File: config.mk
export PLATFORM = sky130hd
export DESIGN_NAME = mvt_csr
export DESIGN_NICKNAME = d
export VERILOG_FILES = /design/src/rtl/assert_macros.svh /design/src/rtl/mvt_pkg.sv /design/src/rtl/mvt_csr.sv
export SDC_FILE = /design/constraint.sdc
export NUM_CORES = 1
export LEC_CHECK = 0
export BUFFER_PORTS_ARGS = -buffer_cell sky130_fd_sc_hd__buf_2
export CORE_AREA = 2 2 228 230
export CTS_CLUSTER_DIAMETER = 50
export DETAILED_ROUTE_END_ITERATION = 10
export DIE_AREA = 0 0 230 232
export SKIP_CTS_REPAIR_TIMING = 1
export SLEW_MARGIN = 20
export SYNTH_ARGS = -nofsm -noshare
export SYNTH_HDL_FRONTEND = slang
export SYNTH_SLANG_ARGS = --single-unit
File: constraint.sdc
create_clock -name clock -period 2.4 [get_ports clock]
set_clock_uncertainty 0.1 [all_clocks]
set_input_delay 0.24 -clock clock [delete_from_list [all_inputs] [get_ports clock]]
set_output_delay 0.24 -clock clock [all_outputs]
set_load 0.01 [all_outputs]
File: src/rtl/assert_macros.svh
// Assertion macros shared by the transform unit's RTL files.
`ifndef ASSERT_MACROS_SVH
`define ASSERT_MACROS_SVH

// Property checked at every clock edge outside reset.
`define MVT_ASSERT(label, expr, msg) \
   label: assert property (@(posedge clock) disable iff (reset) (expr)) else $error(msg);

// Antecedent in this cycle, consequent in the next.
`define MVT_ASSERT_NEXT(label, ante, cons, msg) \
   label: assert property (@(posedge clock) disable iff (reset) (ante) |=> (cons)) \
      else $error(msg);

`endif

File: src/rtl/mvt_pkg.sv
// Shared widths, types and constants of the matrix-vector transform unit.
`default_nettype none

package mvt_pkg;

   localparam int DATA_WIDTH = 32;
   localparam int FRAC_BITS  = 16;

   localparam int FIELD_W   = 32;
   localparam int CSR_W     = 64;
   localparam int HALF_W    = CSR_W / 2;
   localparam int NUM_CSR   = 8;
   localparam int CSR_IDX_W = $clog2(NUM_CSR);
   localparam int NUM_ROWS  = 4;
   localparam int NUM_COLS  = 4;

   localparam int PROD_W  = 2 * DATA_WIDTH;
   localparam int PRODX_W = PROD_W + 1;
   localparam int RND_W   = PRODX_W - FRAC_BITS;
   localparam int TERM_W  = (RND_W > DATA_WIDTH) ? RND_W : DATA_WIDTH;
   localparam int PAIR_W  = TERM_W + 1;
   localparam int SUM_W   = TERM_W + 2;

   typedef logic [DATA_WIDTH-1:0] word_type;
   typedef word_type [0:NUM_COLS-1] vector_type;
   // indexed [row][col]
   typedef word_type [0:NUM_ROWS-1][0:NUM_COLS-1] matrix_type;
   typedef logic [PROD_W-1:0] prod_type;

   typedef struct packed {
      logic     valid;
      logic     vec3;
      prod_type [0:NUM_ROWS-1][0:NUM_COLS-1] prod;
   } prod_bus_type;

   localparam word_type ONE_FIX = word_type'(64'(1) << FRAC_BITS);

   localparam logic [PRODX_W-1:0] RND_HALF = PRODX_W'(1) << (FRAC_BITS - 1);

   localparam logic signed [SUM_W-1:0] SAT_MAX = (SUM_W'(1) << (DATA_WIDTH - 1)) - SUM_W'(1);
   localparam logic signed [SUM_W-1:0] SAT_MIN = ~SAT_MAX;

   localparam logic signed [FIELD_W-1:0] OUT_MAX = FIELD_W'(SAT_MAX);
   localparam logic signed [FIELD_W-1:0] OUT_MIN = FIELD_W'(SAT_MIN);

endpackage

`default_nettype wire

File: src/rtl/mvt_csr.sv
// Matrix coefficient registers, written through the configuration port.
`default_nettype none

module mvt_csr (
   input  logic                            clock,
   input  logic                            reset,
   input  logic                            csr_write,
   input  logic [mvt_pkg::CSR_IDX_W-1:0]   csr_index,
   input  logic [mvt_pkg::CSR_W-1:0]       csr_wdata,
   output mvt_pkg::matrix_type             coef
);
   import mvt_pkg::*;

   matrix_type coef_ff;
   matrix_type coef_in;
   logic [1:0] col_sel;
   logic [1:0] row_lo;
   logic [1:0] row_hi;

   // Register index: upper bits pick the column, low bit the row pair.
   always_comb begin
      col_sel = csr_index[CSR_IDX_W-1:1];
      row_lo  = {csr_index[0], 1'b0};
      row_hi  = {csr_index[0], 1'b1};
      coef_in = coef_ff;
      if (csr_write) begin
         coef_in[row_lo][col_sel] = csr_wdata[DATA_WIDTH-1:0];
         coef_in[row_hi][col_sel] = csr_wdata[HALF_W +: DATA_WIDTH];
      end
   end

   // Reset to identity.
   always_ff @(posedge clock) begin
      if (reset) begin
         for (int r = 0; r < NUM_ROWS; r++) begin
            for (int c = 0; c < NUM_COLS; c++) begin
               coef_ff[r][c] <= (r == c) ? ONE_FIX : '0;
            end
         end
      end else begin
         coef_ff <= coef_in;
      end
   end

   assign coef = coef_ff;

endmodule

`default_nettype wire

== Yosys cells after proc, flatten, opt, wreduce, memory -nomap -nowiden ==
Cells that the tools add are included.
Widths: inputs -> output; s select.

* Register bits after elaboration: 512
* Input port bits: 70
* Output and inout bits: 512

* $lt $le $gt $ge: 6
* Mux-type cells: 8
* Bitwise logic cells: 3
* Reduce and logical (&&, ||, !) cells: 3

{| class="wikitable"
|+ Operators by type and width
! kind !! number
|-
| $bwmux 512 || 2
|-
| $demux 128 s2 || 2
|-
| $mux 128 || 2
|-
| $demux 32 s2 || 1
|-
| $mux 32 || 1
|-
| $ge 3x3->1 const B || 3
|-
| $lt 3x1->1 const B || 3
|-
| $not 2->3 || 3
|-
| $logic_and 1x1->1 || 3
|}

== Logic depth before layout (Yosys ltp) ==
Gate-level depths: netlist of the first run.

* Word-level depth: 9
* Gate-level depth with buffers: 7

== Least setup slack after synthesis of the first run ==
No wires, ideal clock.

* Path type: input -> register
* Start point: input port csr_index[1] (netlist bit)
* End point: register coef_ff, in the netlist coef[353]
* Arrival time: 1.301 ns
* Required time: 2.171 ns
* Slack: 0.870 ns
* Stages on the path: 5
* Path buffers: 3
* Cell sequence: buf_2 -> or4b_1 -> buf_2 -> buf_6 -> mux2i_1

* Word-level cells in the longest chain between the ends: 9
* Elaborated cells between the ends (all ways): 12
* Classes of those cells: order compare: 2; mux: 8; bitwise: 1; reduce/logical: 1

{| class="wikitable"
|+ Ends and longest elaborated chain
! item !! RTL line !! RTL
|-
| start, declared || mvt_csr.sv:8 || <nowiki>input logic [mvt_pkg::CSR_IDX_W-1:0] csr_index,</nowiki>
|-
| $not 2->3 (implied by the code) * || mvt_csr.sv:27, mvt_csr.sv:28 ||
|-
| $ge 3x3->1 (implied by the code) or $lt 3x1->1 (tied branches) || mvt_csr.sv:27, mvt_csr.sv:28 ||
|-
| $logic_and 1x1->1 (implied by the code) || mvt_csr.sv:27, mvt_csr.sv:28 ||
|-
| $mux 32 (implied by the code) || mvt_csr.sv:27, mvt_csr.sv:28 ||
|-
| $demux 32 s2 * || mvt_csr.sv:27, mvt_csr.sv:28 ||
|-
| $mux 128 (implied by the code) || mvt_csr.sv:27 || <nowiki>coef_in[row_lo][col_sel] = csr_wdata[DATA_WIDTH-1:0];</nowiki>
|-
| $demux 128 s2 || mvt_csr.sv:27 ||
|-
| $bwmux 512 || mvt_csr.sv:27 ||
|-
| $bwmux 512 * || mvt_csr.sv:28 || <nowiki>coef_in[row_hi][col_sel] = csr_wdata[HALF_W +: DATA_WIDTH];</nowiki>
|-
| end signal, assigned by index || mvt_csr.sv:37 || <nowiki>coef_ff[r][c] <= (r == c) ? ONE_FIX : '0;</nowiki>
|-
| end signal, assigned || mvt_csr.sv:41 || <nowiki>coef_ff <= coef_in;</nowiki>
|-
| end, declared || mvt_csr.sv:14 || <nowiki>matrix_type coef_ff;</nowiki>
|}

Mark *: on every way between the ends. The rest lies on a longest branch, timed or not.
A chain may end at the register's enable or synchronous reset.

== Worst setup path after layout of the first run ==
* Start point: register coef_ff, in the netlist coef[107]
* End point: output port coef[107] (netlist bit)

{| class="wikitable"
|+ RTL lines
! item !! RTL line !! RTL
|-
| end, declared || mvt_csr.sv:10 || <nowiki>output mvt_pkg::matrix_type coef</nowiki>
|}

No word-level cell between the ends.

==> results of run 1 <==
==> power groups by stage <==
stage	combinational (mW)	clock [mW]	sequential (mW)
final	1.30	8.80	8.79
after global routing	1.39	9.34	8.80
after CTS	1.32	8.99	8.79
after detailed placement	1.31	0	8.97
after global placement	1.30	0	8.96
after floorplan	0.686	0	9.06
==> cell usage after synthesis <==
| library cell | number |
|---|---|
| or4b_1 | 1 |
| nand4_1 | 1 |
| nor2_1 | 6 |
| nand4bb_1 | 3 |
| mux2i_1 | 512 |
| and4b_1 | 1 |
| buf_6 | 3 |
| buf_1 | 31 |
| buf_2 | 57 |
| nor4b_4 | 1 |
| nand2b_1 | 572 |
| and4_1 | 1 |
| buf_4 | 2 |
| clkbuf_1 | 93 |
| nand4b_1 | 3 |
| dfxtp_1 | 512 |
==> final cells by class <==
type	count	area, µm²	share of cell area, %
Clock buffer	84	1690	6.67
Clock inverter	19	221	0.875
Timing Repair Buffer	621	3400	13.4
Antenna cell	1	2.50	0.00989
Multi-Input combinational cell	1101	8890	35.2
Tap cell	680	851	3.36
Sequential cell	512	10200	40.5
==> path summary, 6_finish.rpt <==
path / from / to / slack (ps) / cells after the start
setup reg to reg: coef[338] / coef[338] / 1620 / 2
hold / removal: csr_wdata[15] / coef[463] / -3 / 3
setup / recovery: coef[107] / coef[107] / 880 / 1
hold reg to reg: coef[469] / coef[469] / 370 / 2
==> layer usage <==
layer / wire length (µm) / vias up / global-route usage [%]
met5: 38 / - / 0
met4: 2140 / 6 / 8.19
met3: 5090 / 113 / 7.59
met2: 29700 / 479 / 38.5
met1: 27000 / 6976 / 28.3
li1: - / 6868 / -
==> placed cells by master (no fill, tap or decap), types with 9 or more instances in the layout <==
cell type,n
buf_2,580
nand2b_1,572
mux2i_1,512
dfxtp_1,512
clkbuf_16,56
buf_4,24
clkbuf_8,18
buf_12,14
clkbuf_1,10
clkinv_2,9
==> per-stage QoR <==
step / setup slack, ps / area, µm² / cells
6_report: 881 / 25300 / 3018
5_1_grt: 839 / 25300 / 3018
4_1_cts: 862 / 25300 / 3015
3_5_place_dp: 494 / 23400 / 2912
3_3_place_gp: 495 / 23400 / 2912
2_1_floorplan: 870 / 19900 / 1799
==> cells by family after synthesis <==
group | count (synthesis)
buffers and inverters | 186
DFF | 512
muxes | 512
and+or+nand+nor | 589
==> summary.md, run 1 <==
| Metric | Value |
|---|---|
| Outcome | complete, but fails checks |
| Violated checks | hold timing |
| Routed len/inst | 21.2 µm |
| VDD IR max | 0.470 mV |
| CTS tree | built |
| Max frequency | 658 MHz |
| Fin nets | 2361 |
| Compound-Gate Fraction of Synth Area | 0% |
| Setup TNS | 0 ps |
| Sequential cell area fraction in the yosys report | 51.5% |
| WP buf/inv | 1 |
| # rows | 83 |
| Worst-margin pin slew | 656 ps |
| Synth Area in XOR/XNOR | 0% |
| Chip width | 230 µm |
| PD cells | 746 mW/mm² |
| Crit path max fanout | 2 |
| Fin crit period | 1520 ps |
| # setup viols final | 0 |
| Total CTS buffers | 55 |
| Synth top area share | 51.5% |
| Largest cells by area after synthesis | dfxtp_1 52%, mux2i_1 26%, nand2b_1 18%, clkbuf_1 1.8%, buf_2 1.4% |
| Power share of the combinational group | 6.9% |
| Synth Register Bits | 512 |
| PortBufs | 581 |
| Leakage | 13.7 nW |
| Clock power share | 46.6% |
| Clock transition at path regs | 60 ps |
| Ports | 582 |
| Clk_lat worst skew | 600 ps |
| Synth cell types | 16 |
| DRC | 0 |
| PnR Total Power | 18.9 mW |
| HP Class | primary input to flop |
| DRT iter0 DRCs | 611 |
| Routed wire length | 64.0 mm |
| Clock H-tree levels | 2 |
| Synthesis Warnings | 0 |
| Drt pass-1 iters | 5 |
| Post-synthesis simple-gate area fraction | 18.7% |
| RSZ-0062 raised after global routing | no |
| Share of cells above drive strength 1 | 30.7% |
| Synth Net Count | 1869 |
| CP endpoint kind | output port |
| Seq pwr share | 46.5% |
| Synth-to-Final Area Change | 27.2% |
| Via count | 14400 |
| Hold_ws | -2.51 ps |
| Util after Layout | 49.7% |
| Synth Area in Adders | 0% |
| Initial Util | 39.1% |
| MaxCap Viol Count | 0 |
| Die height | 232 µm |
| First-pass GRT wire length | 94.8 mm |
| Fillcell total | 4751 |
| Post-route ant nets | 0 |
| Top delay family on crit path | flip-flops |
| Via-to-Cell Ratio | 4.79 |
| Post-synthesis mux area share | 25.8% |
| Slew Viols, Final | 0 |
| Arrival time at the worst endpoint | 1180 ps |
| Root Buffer | clkbuf_16 |
| Startpoint Class | flop |
| Placer Congestion | 0.817 |
| Largest family of logic cells by synthesized area | multiplexers |
| Largest net degree at the start of global routing | 72 |
| Max reg flops | 512 |
| Crit-path cells | buf_2 |
| CP max stage delay | 360 ps |
| Synth area leader | dfxtp_1 |
| Power Internal | 14.5 mW |
| Longest Clk Path Bufs | 3 |
| Critical Path RT | 2060 ps |
| Switching power share of the total | 23.2% |
| Clk sink count | 512 |
| Remaining Overflow, GRT | 0 |
| Period utilization | 63.3% |
| Syn_area_per_cell | 11.1 µm² |
| Hold Fails Final Rpt | 2 |
| CORE AREA | 0.0509 mm² |
| Crit Path Category | flop to output port |
| Antenna violations before repair | 4 |
| Critical Path Slowest Stage Cell | dfxtp_1 |
| Die area | 0.0534 mm² |
| Number of global-route vias before repair | 14900 |
| NetSw | 4.38 mW |
| Post-Syn Instances | 1799 |
| Post-Syn Area | 0.0199 mm² |
| GR Util All Layers | 23.2% |
| Dpl hpwl | 44.8 mm |
| Worst slew margin | 56.3% |
(Power assumes the default switching activity.)
==> run 2, diff against run 1 <==
==> constraint.sdc (replaced) <==
create_clock -name clock -period 1.5 [get_ports clock]
set_clock_uncertainty 0.1 [all_clocks]
set_input_delay 0.15 -clock clock [delete_from_list [all_inputs] [get_ports clock]]
set_output_delay 0.15 -clock clock [all_outputs]
set_load 0.01 [all_outputs]
==> summary.md, run 2 (synthesis gave the netlist of run 1 again) <==
| Metric | Value |
|---|---|
| Arrival time at the worst endpoint | 1170 ps |
| Routed len/inst | 20.6 µm |
| Die height | 232 µm |
| Clk_lat worst skew | 600 ps |
| MaxCap Viol Count | 0 |
| Post-DP Area | 0.0245 mm² |
| # rows | 83 |
| Routed wire length | 65.0 mm |
| Clk sink count | 512 |
| Fin crit period | 1420 ps |
| Antenna violations before repair | 3 |
| Root Buffer | clkbuf_16 |
| Placed cells | 2996 |
| PD cells | 1110 mW/mm² |
| Share of cells above drive strength 1 | 32.1% |
| Max frequency | 707 MHz |
| Period utilization | 94.3% |
| Highest routed layer | met5 |
| Clock transition at path regs | 60 ps |
| Post-route ant nets | 0 |
| Setup ws final | 84.8 ps |
| Total CTS buffers | 55 |
| Crit path max fanout | 2 |
| Fillcell total | 4616 |
| Longest Clk Path Bufs | 3 |
| Slew Viols, Final | 0 |
| First-pass GRT wire length | 95.3 mm |
| Leakage | 14.4 nW |
| Fin nets | 2500 |
| Hold Fails Final Rpt | 19 |
| DRT iter0 DRCs | 628 |
| Clock H-tree levels | 2 |
| Setup Slack @ Placement | -121 ps |
| Ports | 582 |
| PnR Total Power | 29.8 mW |
| WP buf/inv | 1 |
| Util after Layout | 52.7% |
| Initial Util | 39.1% |
| Crit-path cells | buf_2 |
| Setup TNS | 0 ps |
| CTS tree | built |
| DRC | 0 |
| GR Util All Layers | 23.4% |
| Routed wl met3 | 5.16 mm |
| Startpoint Class | flop |
| Placer Congestion | 0.821 |
| Final Instance Area | 0.0268 mm² |
| Drt pass-1 iters | 4 |
| VDD IR max | 0.911 mV |
| Hold_ws | -38.6 ps |
| CP endpoint kind | output port |
| Largest net degree at the start of global routing | 55 |
| Worst-margin pin slew | 529 ps |
| Worst slew margin | 64.6% |
| RSZ-0062 raised after global routing | no |
| Max reg flops | 512 |
| Met1 Routed Length | 27.7 mm |
| PortBufs | 581 |
| HP Class | primary input to flop |
| Critical Path RT | 1250 ps |
| Most common cell after layout, fill and taps aside | buf_2 |
| Non-Filler Instances | 3157 |
| Synth-to-Final Area Change | 34.8% |
| Crit Path Category | flop to output port |
| Chip width | 230 µm |
| Via count | 14800 |
| Die area | 0.0534 mm² |
| Critical Path Slowest Stage Cell | dfxtp_1 |
| # setup viols final | 0 |
| Violated checks | hold timing |
| Metal2 WL | 30.2 mm |
| Most frequent cells in the layout | 580 x buf_2, 572 x nand2b_1, 512 x mux2i_1, 512 x dfxtp_1, 71 x buf_4 |
| Outcome | complete, but fails checks |
| Top delay family on crit path | flip-flops |
| Number of global-route vias before repair | 14600 |
| CP max stage delay | 410 ps |
| CORE AREA | 0.0509 mm² |
| Remaining Overflow, GRT | 0 |
| Via-to-Cell Ratio | 4.70 |
| Dpl hpwl | 46.7 mm |
## run 2: worst paths after layout
kind                 start        end  slack [ps]  cells after the start
max reg2reg      coef[212]  coef[212]         700                      2
max              coef[212]  coef[212]          80                      1
min          csr_wdata[60]  coef[380]         -40                      3
min reg2reg      coef[287]  coef[287]         370                      2
## run 2: layer usage
layer	vias to the layer above	global-route usage (%)
li1	7123	-
met1	7166	28.6
met2	441	38.3
met3	99	7.99
met4	2	8.23
met5	-	0
## run 2: area by class of cell
type | count | area [µm²] | area share [%]
antenna | 2 | 5.00 | 0.0187
clock buffer | 88 | 1670 | 6.23
clock inverter | 14 | 104 | 0.387
multi-input combinational | 1101 | 8890 | 33.2
sequential | 512 | 10200 | 38.2
tap | 680 | 851 | 3.17
timing repair buffer | 760 | 5040 | 18.8
## run 2: power breakdown
part	internal, mW	switching (mW)	leakage (nW)	total, mW
clock	7.64	5.58	0.872	13.2
combinational	1.21	1.28	9.42	2.49
sequential	13.9	0.158	4.14	14.1
total	22.8	7.02	14.4	29.8
