--- config.mk ---
export PLATFORM = sky130hd
export DESIGN_NAME = mvt_acc
export DESIGN_NICKNAME = d
export VERILOG_FILES = /design/src/rtl/mvt_pkg.sv /design/src/rtl/mvt_acc.sv
export VERILOG_INCLUDE_DIRS = /design/src /design/src/rtl
export SDC_FILE = /design/constraint.sdc
export NUM_CORES = 2
export LEC_CHECK = 0
export ABC_AREA = 0
export BUFFER_PORTS_ARGS = -buffer_cell sky130_fd_sc_hd__buf_4
export CORE_AREA = 2 2 648 650
export CTS_BUF_LIST = sky130_fd_sc_hd__clkbuf_8
export CTS_CLUSTER_SIZE = 14
export DETAILED_ROUTE_END_ITERATION = 12
export DIE_AREA = 0 0 650 652
export GPL_TIMING_DRIVEN = 0
export PLACE_DENSITY = 0.38
export RECOVER_POWER = 25
export SYNTH_ARGS = -nofsm -noshare
export SYNTH_HDL_FRONTEND = slang
export SYNTH_SLANG_ARGS = --single-unit
export TNS_END_PERCENT = 20
--- constraint.sdc ---
create_clock -name clock -period 52.6 [get_ports clock]
set_input_delay 7.89 -clock clock [delete_from_list [all_inputs] [get_ports clock]]
set_output_delay 7.89 -clock clock [all_outputs]
set_load 0.05 [all_outputs]
--- src/rtl/assert_macros.svh ---
// Assertion macros shared by the transform unit's RTL files.
`ifndef ASSERT_MACROS_SVH
`define ASSERT_MACROS_SVH

// Property checked at every clock edge outside reset.
`define MVT_ASSERT(label, expr, msg) \
   label: assert property (@(posedge clock) disable iff (reset) (expr)) else $error(msg);

// Antecedent in this cycle, consequent in the next.
`define MVT_ASSERT_NEXT(label, ante, cons, msg) \
   label: assert property (@(posedge clock) disable iff (reset) (ante) |=> (cons)) \
      else $error(msg);

`endif

--- src/rtl/mvt_pkg.sv ---
// Shared widths, types and constants of the matrix-vector transform unit.
`default_nettype none

package mvt_pkg;

   localparam int DATA_WIDTH = 32;
   localparam int FRAC_BITS  = 16;

   localparam int FIELD_W   = 32;
   localparam int CSR_W     = 64;
   localparam int HALF_W    = CSR_W / 2;
   localparam int NUM_CSR   = 8;
   localparam int CSR_IDX_W = $clog2(NUM_CSR);
   localparam int NUM_ROWS  = 4;
   localparam int NUM_COLS  = 4;

   localparam int PROD_W  = 2 * DATA_WIDTH;
   localparam int PRODX_W = PROD_W + 1;
   localparam int RND_W   = PRODX_W - FRAC_BITS;
   localparam int TERM_W  = (RND_W > DATA_WIDTH) ? RND_W : DATA_WIDTH;
   localparam int PAIR_W  = TERM_W + 1;
   localparam int SUM_W   = TERM_W + 2;

   typedef logic [DATA_WIDTH-1:0] word_type;
   typedef word_type [0:NUM_COLS-1] vector_type;
   // indexed [row][col]
   typedef word_type [0:NUM_ROWS-1][0:NUM_COLS-1] matrix_type;
   typedef logic [PROD_W-1:0] prod_type;

   typedef struct packed {
      logic     valid;
      logic     vec3;
      prod_type [0:NUM_ROWS-1][0:NUM_COLS-1] prod;
   } prod_bus_type;

   localparam word_type ONE_FIX = word_type'(64'(1) << FRAC_BITS);

   localparam logic [PRODX_W-1:0] RND_HALF = PRODX_W'(1) << (FRAC_BITS - 1);

   localparam logic signed [SUM_W-1:0] SAT_MAX = (SUM_W'(1) << (DATA_WIDTH - 1)) - SUM_W'(1);
   localparam logic signed [SUM_W-1:0] SAT_MIN = ~SAT_MAX;

   localparam logic signed [FIELD_W-1:0] OUT_MAX = FIELD_W'(SAT_MAX);
   localparam logic signed [FIELD_W-1:0] OUT_MIN = FIELD_W'(SAT_MIN);

endpackage

`default_nettype wire

--- src/rtl/mvt_acc.sv ---
// Rounding, row summation and saturation stages with the result register.
`default_nettype none

`include "assert_macros.svh"

module mvt_acc (
   input  logic                          clock,
   input  logic                          reset,
   input  mvt_pkg::prod_bus_type         prod_bus,
   output logic                          prod_ready,
   input  mvt_pkg::matrix_type           coef,
   output logic                          rsp_valid,
   input  logic                          rsp_ready,
   output logic [mvt_pkg::FIELD_W-1:0]   rsp_out_x,
   output logic [mvt_pkg::FIELD_W-1:0]   rsp_out_y,
   output logic [mvt_pkg::FIELD_W-1:0]   rsp_out_z,
   output logic [mvt_pkg::FIELD_W-1:0]   rsp_out_w,
   output logic                          rsp_overflow
);
   import mvt_pkg::*;

   // rounding stage
   logic v2_ff, v2_in, en2, vec3_2_ff;
   logic [TERM_W-1:0] term_2_ff [0:NUM_ROWS-1][0:NUM_COLS-1];
   logic [TERM_W-1:0] term_in   [0:NUM_ROWS-1][0:NUM_COLS-1];
   logic [PRODX_W-1:0] rnd_ext  [0:NUM_ROWS-1][0:NUM_COLS-1];
   logic [RND_W-1:0]   rnd_val  [0:NUM_ROWS-1][0:NUM_COLS-1];

   // pair-sum stage
   logic v3_ff, v3_in, en3, vec3_3_ff;
   logic [PAIR_W-1:0] pair_3_ff [0:NUM_ROWS-1][0:1];
   logic [PAIR_W-1:0] pair_in   [0:NUM_ROWS-1][0:1];

   // final sum, saturation and result register
   logic v4_ff, v4_in, en4, vec3_4_ff;
   logic [FIELD_W-1:0] out_4_ff [0:NUM_ROWS-1];
   logic [FIELD_W-1:0] out_in   [0:NUM_ROWS-1];
   logic ovf_4_ff, ovf_in;
   logic signed [SUM_W-1:0] sum_val  [0:NUM_ROWS-1];
   logic signed [SUM_W-1:0] clip_val [0:NUM_ROWS-1];
   logic [NUM_ROWS-1:0] row_ovf;

   assign en4 = !v4_ff || rsp_ready;
   assign en3 = !v3_ff || en4;
   assign en2 = !v2_ff || en3;
   assign v2_in = en2 ? prod_bus.valid : v2_ff;
   assign v3_in = en3 ? v2_ff : v3_ff;
   assign v4_in = en4 ? v3_ff : v4_ff;
   assign prod_ready = en2;

   // Round half up; in point mode column 3 enters unscaled.
   always_comb begin
      for (int r = 0; r < NUM_ROWS; r++) begin
         for (int c = 0; c < NUM_COLS; c++) begin
            rnd_ext[r][c] = {prod_bus.prod[r][c][PROD_W-1], prod_bus.prod[r][c]} + RND_HALF;
            rnd_val[r][c] = rnd_ext[r][c][PRODX_W-1:FRAC_BITS];
            if (prod_bus.vec3 && (c == NUM_COLS - 1)) begin
               term_in[r][c] = TERM_W'($signed(coef[r][c]));
            end else begin
               term_in[r][c] = TERM_W'($signed(rnd_val[r][c]));
            end
         end
      end
   end

   always_comb begin
      for (int r = 0; r < NUM_ROWS; r++) begin
         pair_in[r][0] = PAIR_W'($signed(term_2_ff[r][0])) + PAIR_W'($signed(term_2_ff[r][1]));
         pair_in[r][1] = PAIR_W'($signed(term_2_ff[r][2])) + PAIR_W'($signed(term_2_ff[r][3]));
      end
   end

   always_comb begin
      for (int r = 0; r < NUM_ROWS; r++) begin
         sum_val[r] = SUM_W'($signed(pair_3_ff[r][0])) + SUM_W'($signed(pair_3_ff[r][1]));
         row_ovf[r] = 1'b0;
         clip_val[r] = sum_val[r];
         if (sum_val[r] > SAT_MAX) begin
            clip_val[r] = SAT_MAX;
            row_ovf[r]  = 1'b1;
         end else if (sum_val[r] < SAT_MIN) begin
            clip_val[r] = SAT_MIN;
            row_ovf[r]  = 1'b1;
         end
         out_in[r] = FIELD_W'(clip_val[r]);
      end
      // Point mode: drop w and its overflow.
      if (vec3_3_ff) begin
         out_in[NUM_ROWS-1]  = '0;
         row_ovf[NUM_ROWS-1] = 1'b0;
      end
      ovf_in = |row_ovf;
   end

   always_ff @(posedge clock) begin
      if (reset) begin
         v2_ff <= 1'b0;
         v3_ff <= 1'b0;
         v4_ff <= 1'b0;
      end else begin
         v2_ff <= v2_in;
         v3_ff <= v3_in;
         v4_ff <= v4_in;
      end
   end

   always_ff @(posedge clock) begin
      if (en2) begin
         vec3_2_ff <= prod_bus.vec3;
         term_2_ff <= term_in;
      end
      if (en3) begin
         vec3_3_ff <= vec3_2_ff;
         pair_3_ff <= pair_in;
      end
      if (en4) begin
         vec3_4_ff <= vec3_3_ff;
         out_4_ff  <= out_in;
         ovf_4_ff  <= ovf_in;
      end
   end

   assign rsp_valid    = v4_ff;
   assign rsp_out_x    = out_4_ff[0];
   assign rsp_out_y    = out_4_ff[1];
   assign rsp_out_z    = out_4_ff[2];
   assign rsp_out_w    = out_4_ff[3];
   assign rsp_overflow = ovf_4_ff;

   `MVT_ASSERT(a_point_w_zero, (v4_ff && vec3_4_ff) |-> (out_4_ff[NUM_ROWS-1] == '0),
      "point-mode w is not zero")
   `MVT_ASSERT(a_ovf_clipped, (v4_ff && ovf_4_ff) |->
      (out_4_ff[0] == OUT_MAX || out_4_ff[0] == OUT_MIN ||
       out_4_ff[1] == OUT_MAX || out_4_ff[1] == OUT_MIN ||
       out_4_ff[2] == OUT_MAX || out_4_ff[2] == OUT_MIN ||
       out_4_ff[3] == OUT_MAX || out_4_ff[3] == OUT_MIN),
      "overflow flagged without a clipped component")

endmodule

`default_nettype wire

* Yosys cells after proc, flatten, opt, wreduce, memory -nomap -nowiden
Cells that the tools add are included.
** Operators by class
- Add/subtract/negate cells :: 28
- $mul :: 0
- Div/mod/pow operators :: 0
- $lt $le $gt $ge :: 8
- Equality and inequality tests :: 0
- Shifts and indexed selects :: 0
- Multiplexer cells :: 18
- Bitwise operators :: 0
- Reduce and logical (&&, ||, !) cells :: 8
** Operator list (count)
- 64-bit by 17-bit adder with 65-bit output (second input constant) :: 16
- 49-bit by 49-bit adder with 50-bit output :: 8
- 50-bit by 50-bit adder with 51-bit output :: 4
- 51-bit by 32-bit > comparator with 1-bit output (second input constant) :: 4
- 51-bit by 32-bit < comparator with 1-bit output (second input constant) :: 4
- 49-bit 2-to-1 mux :: 4
- 32-bit 2-to-1 mux :: 4
- 31-bit 2-to-1 mux :: 1
- 1-bit 2-to-1 mux :: 9
- 4-bit OR reduction :: 1
- 1-bit zero test :: 3
- 1-bit logical OR :: 3
- 2-bit OR reduction :: 1
** Storage, ports and cells
- Register bits after elaboration :: 1318
- Latch bits :: 0
- Bits in writable memories :: 0
- Bits in read-only memories :: 0
- Input bits :: 1541
- Output and inout bits :: 131
- Logic and storage cells :: 97
- Memories :: 0

* Longest topological paths before layout
- Word-level depth :: 6
- Mapped depth :: 18
- Depth with buffers taken out :: 16

* Worst setup path before layout
Ideal clock, no wire load.
- Kind :: in2out
- Start point :: in rsp_ready
- End point :: out prod_ready
- Arrival :: 24.797 ns
- Required time :: 44.710 ns
- Path slack :: 19.913 ns
- Cell stages on the path :: 3
- Path buffers :: 0
- Cell sequence :: nor2b_1 > and2_1 > nand2_1
** Between the ends
- Longest elaborated chain between the ends :: 3
** Ends and longest elaborated chain
- start, declared :: RTL line mvt_acc.sv:13 : input logic rsp_ready,
- 1-bit logical OR :: RTL line mvt_acc.sv:43 : assign en4 = !v4_ff || rsp_ready;
- 1-bit logical OR :: RTL line mvt_acc.sv:44 : assign en3 = !v3_ff || en4;
- 1-bit logical OR :: RTL line mvt_acc.sv:45 : assign en2 = !v2_ff || en3;
- end, declared :: RTL line mvt_acc.sv:10 : output logic prod_ready,
Every way passes these cells.

* Worst setup path in the final report
Ends and elaborated chain as after synthesis.

==> results.sh <==
export IMPL_holdPathEnd="vec3_3_ff$_DFFE_PP_"
export IMPL_multi_input_area_um2=45400
export IMPL_num_vias=71200
export IMPL_netlist_instances=8349
export IMPL_finalSetupViolCount=0
export IMPL_synth_top_family_by_area="compound AO/OA/AOI/OAI gates"
export IMPL_synth_edf_count=1315
export IMPL_coreArea_um2=416000
export IMPL_grt_ovfl_total=0
export IMPL_synth_fp_nets=10500
export IMPL_cap_violations=7
export IMPL_antenna_found_initial=127
export IMPL_mappedNetlistArea_um2=86800
export IMPL_fin_tns_setup_ps=0
export IMPL_synth_main_ff_cell="edfxtp_1"
export IMPL_tightest_slew_ps=3190
export IMPL_path_cells="clkbuf_4 > nor2b_1 > and2_0 > nand2_4 > buf_16 > buf_12 > buf_16 > buf_4"
export IMPL_die_x_um=650
export IMPL_max_freq_mhz=54.4
export IMPL_drt_first_pass_iters=6
export IMPL_cts_resized=0
export IMPL_yosysTopAreaCell="edfxtp_1"
export IMPL_grt_setup_unrepaired="false"
export IMPL_synth_common_cells="1315 x edfxtp_1, 821 x xnor2_1, 778 x nand2_1"
export IMPL_synth_most_common_cell="edfxtp_1"
export IMPL_cp_arrival_ps=10490
export IMPL_drtAntennaViolNets=0
export IMPL_fin_ws_ps=34220
export IMPL_grt_pass1_wl_um=525000
export IMPL_cts_path_max_buffers=4
export IMPL_fin_worst_skew_ps=141
export IMPL_drc=0
export IMPL_cp_max_fo=53
export IMPL_numPortBuffers=1047
export IMPL_yosysUniqueCellTypes=119
export IMPL_synth_seq_cells=1318
export IMPL_grt_use_total=0.172
export IMPL_wl_um=379000
export IMPL_hold_buffers=0
export IMPL_hold_viol=0
export IMPL_crit_path_frequent_cell="buf_16"
export IMPL_worstHoldPathCells=0
export IMPL_ios=1672
export IMPL_die_h_um=652
export IMPL_fillers=44200
export IMPL_r2r_slack_ps=44580
export IMPL_finalNetCount=11900
export IMPL_p_per_area_nw_per_um2=39.9
export IMPL_finalCriticalPeriod_ps=18380
export IMPL_ys_async_sr_fraction=0
export IMPL_die_area_um2=424000
export IMPL_slew_headroom=-1.13
export IMPL_cts_sinks=1318
export IMPL_cts_tree="yes"
export IMPL_endpoint_kind="output port"
export IMPL_crit_family="simple AND/OR/NAND/NOR gates"
export IMPL_critPathSlowestCell="and2_0"
export IMPL_ys_seq_area_frac=0.456
export IMPL_synth_top_area_share=0.455
export IMPL_cp_num_buf_inv=5
export IMPL_synthAdderAreaFrac=0.0904
export IMPL_ys_top_cells_by_area="edfxtp_1 45%, ha_1 8.8%, xnor2_1 8.3%"
export IMPL_leakage_nw=42.6
export IMPL_cp_start_kind="primary input"
export IMPL_synth_area_mux_share=0.00182
export IMPL_regArea_um2=39500
export IMPL_r2r_cells=17
export IMPL_cts_htree_levels=5
export IMPL_vias_per_cell=4.60
export IMPL_regToRegStartpoint="pair_3_ff[250]$_DFFE_PP_"
export IMPL_ys_warnings_count=0
export IMPL_min_period_over_period=0.349
export IMPL_avgSynthCellArea_um2=10.4
export IMPL_total_power_mw=4.28
export IMPL_hpwl_um=316000
export IMPL_grt_pass1_vias=71300
export IMPL_grt_start_max_net_pins=109
export IMPL_outcome="finished with violations"
export IMPL_synth_compound_gate_area_share=0.156
export IMPL_violations="max-capacitance violations, max-slew violations"
export IMPL_drive_gt1_frac=0.156
export IMPL_hp_class="reg -> reg"
export IMPL_cp_data_required_time_ps=44710
export IMPL_cts_root_buf="clkbuf_8"
export IMPL_worstSetupPathType="in -> out"
export IMPL_syn2layout_area_growth_pct=23.6
export IMPL_reg2reg_to="rsp_out_y[8]$_SDFFCE_PN1P_"
export IMPL_cts_buffers=278
export IMPL_place_congestion=0.917
export IMPL_hp_start="vec3_2_ff$_DFFE_PP_"
export IMPL_num_rows=237
export IMPL_wl_per_cell_um=24.5
export IMPL_synth_xor_area_share=0.128
export IMPL_post_cts_setup_buffer_count=0
export IMPL_synthSimpleGateAreaFrac=0.148
export IMPL_drt_iter0_drc=4975
export IMPL_clk_pin_slew_ps=50
export IMPL_drv_slew=91
export IMPL_max_stage_delay_ps=510
export IMPL_pre_cts_slack_ps=34060
export IMPL_initial_utilization=0.209
export IMPL_ir_worst_vdd_v=0.0000325
export IMPL_clk_latency_ps=1080
[layout by cell type (no fill, tap or decap), drive strengths merged, types with 38 or more instances in the layout]
cell type / synthesis / routed
ha: 608 / 608
clkbuf: 126 / 447
and3: 240 / 240
o22ai: 38 / 38
a31oi: 68 / 68
nand3: 398 / 398
o21bai: 107 / 107
nand2b: 90 / 90
o21ai: 481 / 481
diode: 0 / 55
nand4: 186 / 186
nor2b: 86 / 86
nand2: 779 / 779
or3: 38 / 38
xor2: 452 / 452
and2: 52 / 52
a211oi: 44 / 44
nor2: 474 / 474
o21a: 84 / 84
o211ai: 40 / 40
buf: 35 / 1070
clkinv: 1 / 95
a21oi: 641 / 641
a21o: 354 / 354
xnor2: 821 / 821
edfxtp: 1315 / 1315
nor3: 111 / 111
inv: 245 / 341
and4: 54 / 54
[worst register-to-register path, cell delays in order, from the launching register on]
cell and delay [ps]:
edfxtp_1 390, ha_1 240, inv_1 70, fa_1 410, nand2b_1 180, a21o_1 190, a21oi_1 730, a211o_1 370
a31oi_1 170, o311ai_0 1300, nand4_1 190, a211oi_1 540, nand3_1 130, nor3_1 220, and4_1 270, nor2_1 130
clkbuf_1 490, o21ai_0 1550
[kinds of logic (layout without fill, tap and decap cells)]
logic type / Yosys count / count (layout)
compound gates: 2102 / 2102
xor+xnor: 1273 / 1273
fa+ha+maj: 620 / 620
buf+inv: 407 / 1972
flops: 1318 / 1318
mux: 15 / 15
other cells: 0 / 55
simple gates: 2614 / 2614
[sequential cells by signal (all words and copies together), names as in the netlist]
signal and count:
pair_3_ff 400, rsp_out_w 32, rsp_out_x 32, rsp_out_y 32
rsp_out_z 32, rsp_overflow 1, rsp_valid 1, term_2_ff 784
v2_ff 1, v3_ff 1, vec3_2_ff 1, vec3_3_ff 1
[per-layer routing]
layer | global-route usage | share of wire | vias up
li1 | - | - | 33900
met1 | 0.230 | 0.45 | 34500
met2 | 0.265 | 0.43 | 2154
met3 | 0.0476 | 0.077 | 550
met4 | 0.0568 | 0.034 | 82
met5 | 0 | 0.0014 | -
[report_power, final]
| group | switching [mW] | leakage (nW) | internal (mW) |
|---|---|---|---|
| sequential | 0.102 | 13.8 | 1.36 |
| clock | 0.520 | 2.98 | 0.562 |
| combinational | 1.12 | 25.8 | 0.620 |
[layout make-up]
cell class	count	share of cell area
antenna	55	0.00128
clock buffer	282	0.0362
tap	5497	0.0641
timing repair buffer	1074	0.0786
inverter	246	0.00869
clock inverter	209	0.0123
multi-input combinational	6624	0.423
sequential	1318	0.369
buffer	161	0.00700
[how the worst max path moves through the flow]
| stage | cells after the start | startpoint | slack [ps] | endpoint |
|---|---|---|---|---|
| finish | 8 | rsp_ready | 34220 | prod_ready |
| global route | 8 | rsp_ready | 34060 | prod_ready |
| CTS | 8 | rsp_ready | 34070 | prod_ready |
| detailed placement | 8 | rsp_ready | 34060 | prod_ready |
| global placement | 5 | rsp_ready | 8030 | prod_ready |
| floorplan | 3 | rsp_ready | 19910 | prod_ready |
[per-stage QoR]
| stage | util | hold slack (ps) | instance area [µm²] | instances |
|---|---|---|---|---|
| floorplan | - | 400 | 86800 | 8349 |
| global placement | 0.244 | 415 | 102000 | 14900 |
| detailed placement | 0.246 | 405 | 102000 | 14900 |
| CTS | 0.258 | 418 | 107000 | 15400 |
| global route | 0.258 | 427 | 107000 | 15400 |
| finish | 0.258 | 421 | 107000 | 15500 |
No activity file was read; power rests on OpenSTA's default activity.
